--- src/design/ffba_pkg.sv ---
// ============================================================================
// ffba_pkg
// Shared types and constants for the first-fit block allocator core.
// ============================================================================
package ffba_pkg;

    // Field widths of the request and result transfers.
    localparam int REQ_W    = 19;
    localparam int STATUS_W = 2;
    localparam int OFFSET_W = 18;

    // Header entry layout: size in doublewords in bits 16..1, free mark in bit 0.
    localparam int HDR_W     = 17;
    localparam int SIZE_W    = 16;
    // A request of up to 2^19-1 bytes needs at most 17 bits in doublewords.
    localparam int NEED_DW_W = 17;

    // Default heap geometry.
    localparam int HEAP_BYTES_DEF  = 262144;
    localparam int CHUNK_BYTES_DEF = 4096;

    // Result status codes.
    typedef enum logic [STATUS_W-1:0] {
        ST_GRANTED  = 2'd0,
        ST_ZERO     = 2'd1,
        ST_NO_SPACE = 2'd2
    } status_t;

    // Sizing of one request, handed from the sizing unit to the walker.
    typedef struct packed {
        logic                 zero;     // request of zero bytes
        logic [NEED_DW_W-1:0] need_dw;  // rounded block size in doublewords
        logic [NEED_DW_W-1:0] grow_dw;  // heap growth if no block fits
    } req_info_t;

endpackage

--- src/design/ffba_req_size.sv ---
// ============================================================================
// ffba_req_size
// Rounds a payload byte count to a block size in doublewords and works out
// the amount by which the heap grows when no free block fits.
// ============================================================================
module ffba_req_size #(
    parameter int CHUNK_BYTES = ffba_pkg::CHUNK_BYTES_DEF
) (
    input  logic [ffba_pkg::REQ_W-1:0] request_bytes,
    output ffba_pkg::req_info_t        info
);
    import ffba_pkg::*;

    // Chunk size rounded up to a whole doubleword, and the threshold above
    // which the request itself sets the growth.
    localparam int CHUNK_SZ_DW = (CHUNK_BYTES / 4 + 1) / 2;
    localparam int CHUNK_FLOOR_DW = CHUNK_BYTES / 8;
    localparam logic [NEED_DW_W-1:0] CHUNK_SZ_V    = NEED_DW_W'(CHUNK_SZ_DW);
    localparam logic [NEED_DW_W-1:0] CHUNK_FLOOR_V = NEED_DW_W'(CHUNK_FLOOR_DW);

    logic [REQ_W:0]       padded;
    logic [NEED_DW_W-1:0] need_dw;

    // Header word plus round-up: (n + 4 + 7) / 8, which also gives one
    // doubleword for requests of one to four bytes.
    assign padded  = {1'b0, request_bytes} + (REQ_W + 1)'(11);
    assign need_dw = padded[REQ_W:3];

    // Output struct.
    assign info.zero    = (request_bytes == '0);
    assign info.need_dw = need_dw;
    assign info.grow_dw = (need_dw > CHUNK_FLOOR_V) ? need_dw : CHUNK_SZ_V;

endmodule

--- config.mk ---
export PLATFORM = sky130hd
export DESIGN_NAME = ffba_req_size
export DESIGN_NICKNAME = d
export VERILOG_FILES = /design/src/design/ffba_pkg.sv /design/src/design/ffba_req_size.sv
export SDC_FILE = /design/constraint.sdc
export NUM_CORES = 1
export LEC_CHECK = 0
export ABC_AREA = 1
export ABC_CLOCK_PERIOD_IN_PS = 2700
export CORE_MARGIN = 4
export CORE_UTILIZATION = 50
export DETAILED_ROUTE_END_ITERATION = 16
export DONT_BUFFER_PORTS = 1
export PLACE_DENSITY = 0.66
export SLEW_MARGIN = 10
export SYNTH_ARGS = -nofsm -noshare
export SYNTH_HDL_FRONTEND = slang
export SYNTH_SLANG_ARGS = --single-unit
--- constraint.sdc ---
create_clock -name vclk -period 2.7
set_input_delay 0.81 -clock vclk [all_inputs]
set_output_delay 0.81 -clock vclk [all_outputs]
set_load 0.005 [all_outputs]
==> impl_results.md <==
- Power Density: 129 mW/mm^2
- Buffers added on ports: 0
- Std-Cell Rows: 14
- DRT iter0 DRCs: 45
- Critical Path End Type: output pin
- DRT Pass-1 Iters: 5
- Die area: 0.00243 sq mm
- Mean area per synthesized cell: 4.81 sq um
- Most Crowded Layer GR: met2
- Total gr overflow: 0
- Critical Path AT: 2.01 ns
- Area delta synth->final: 60.6%
- Slew of the pin with the lowest slew margin: 0.386 ns
- Avg Vias per Cell: 5.93
- Area after DPL: 0.00105 sq mm
- Nets: 234
- Final WL: 3.86 mm
- Initial antenna violation count: 0
- GR Util met3: 3.06%
- Most common cell after layout, fill and taps aside: nand2_1
- Failing checks: negative setup slack
- Largest cells by area after synthesis: nand2_1, inv_1, nand3_1
- Crit path launch type: primary input
- CP Max Fanout: 5
- WS Path Type: in2out
- Io pins: 54
- Seq/Total Area, Yosys: 0%
- DR DRC count: 0
- RD Place Congestion: 0.912
- Commonest cells after routing, fill and taps aside: nand2_1, inv_1, buf_4, nand2_2
- Total track usage: 23.5%
- Min Clock Period, post-route: 2.82 ns
- Share of cells above drive strength 1: 44.6%
- Met2 Track Usage GR: 44.0%
- Mapped Area: 851 sq um
- Rel. slew slack: 74.0%
- Final setup vio count: 10
- Initial core utilization: 54.6%
- Sequential cell count: 0
- Worst hold slack: 1.74 ns
- Syn. warnings: 0
- CLK BUF: 0
- First-pass GRT wire length: 4.70 mm
- Vias: 1357
- Average routed wire per standard cell: 16.9 um
- Synth cell types: 18
- Design area: 0.00137 sq mm
- Lkg Pwr: 0.694 nW
- Ant. Diodes: 0
- FF+latch area: 0 sq um
- Worst hold path type: in2out
- Period utilization: 104%
- CP required: 1.89 ns
- Area share of the largest cell type after synthesis: 22.9%
- Core area: 0.00156 sq mm
- Post-detail-place hpwl: 2.24 mm
- Met1 Track Usage GR: 27.9%
- DIE WIDTH: 49.3 um
- Maximum VDD drop: 0.109 mV
- Post-synthesis net count: 196
- Maximum capacitance violations: 0
- Worst setup margin: -0.118 ns
- TNS Setup: -0.974 ns
- Die H: 49.3 um
- RSZ-0062 raised after global routing: yes
- Final core utilization: 87.6%
- Vias in the first global route: 1064
- F_max: 355 MHz
- Cells after Synth: 177
- Hold Vio Cnt, Final: 0
- DRT antenna net count: 0
- Synth area leader: nand2_1
- Largest net degree at the start of global routing: 11
- Slew Viols, Final: 0
- Status: finished with violations
==> through the flow <==
step | total power [mW] | instances | setup slack, ns
final | 0.177 | 229 | -0.118
after floorplan | 0.0831 | 177 | 0.0105
after detailed placement | 0.126 | 215 | -0.122
after CTS | 0.136 | 222 | -0.0482
after global placement | 0.124 | 215 | -0.0777
after global routing | 0.192 | 229 | -0.192
==> area by class of cell <==
cell class	count	area, sq um
fillers	84	193
inverters	42	169
multi-input cells	136	881
well taps	16	20.0
repair buffers	35	297
==> synthesized netlist by cell type <==
cell type	n
nand4_1	11
o21ai_0	2
nand3_1	14
nor2_2	3
inv_1	39
nor3_1	1
nand3_2	3
xor2_1	1
buf_6	1
nor4_1	4
nor2_4	4
nand2_1	52
nand2_4	1
nor2_1	17
a21oi_1	9
inv_2	3
a21oi_4	1
nand2_2	11
==> per-layer routing <==
| layer | up-vias | part of all wire [%] |
|---|---|---|
| li1 | 631 | - |
| met1 | 604 | 33 |
| met2 | 98 | 53 |
| met3 | 24 | 9.7 |
| met4 | 0 | 4.1 |
| met5 | - | 0 |
==> cell families after synthesis <==
group | after synthesis | share of synthesized area (%)
buffers and inverters | 43 | 19.9
AND/OR/NAND/NOR | 121 | 70.7
XOR/XNOR | 1 | 1.03
AO/OA/AOI/OAI | 12 | 8.38
==> worst max-delay path, cell delays in order <==
cell     delay (ns)
nand2_8        0.04
nor2_4         0.12
inv_2          0.05
nor2_4         0.18
nand3_4        0.09
nand2_2        0.09
nand2_2        0.07
nor2_2         0.12
nand2_2        0.12
nor2_4         0.21
a21oi_2        0.10
==> report_power, final <==
group	internal (mW)	switching, mW	total (mW)
logic	0.0735	0.103	0.177
clock network	0	0	0
registers	0	0	0
total	0.0735	0.103	0.177
==> timing repair <==
action,CTS,global route
cloned,1,2
resized for setup,10,41
hold buffers,0,0
pin swaps,4,27
setup endpoints to repair,10,11
hold endpoints to repair,0,0
setup buffers,6,5
==> path summary, 6_finish.rpt <==
kind / slack [ns] / startpoint / end / cells past startpoint
worst max-delay path: -0.12 / request_bytes[7] / info[5] / 11
worst min-delay path: 1.74 / request_bytes[15] / info[12] / 2
(Power assumes the default switching activity.)
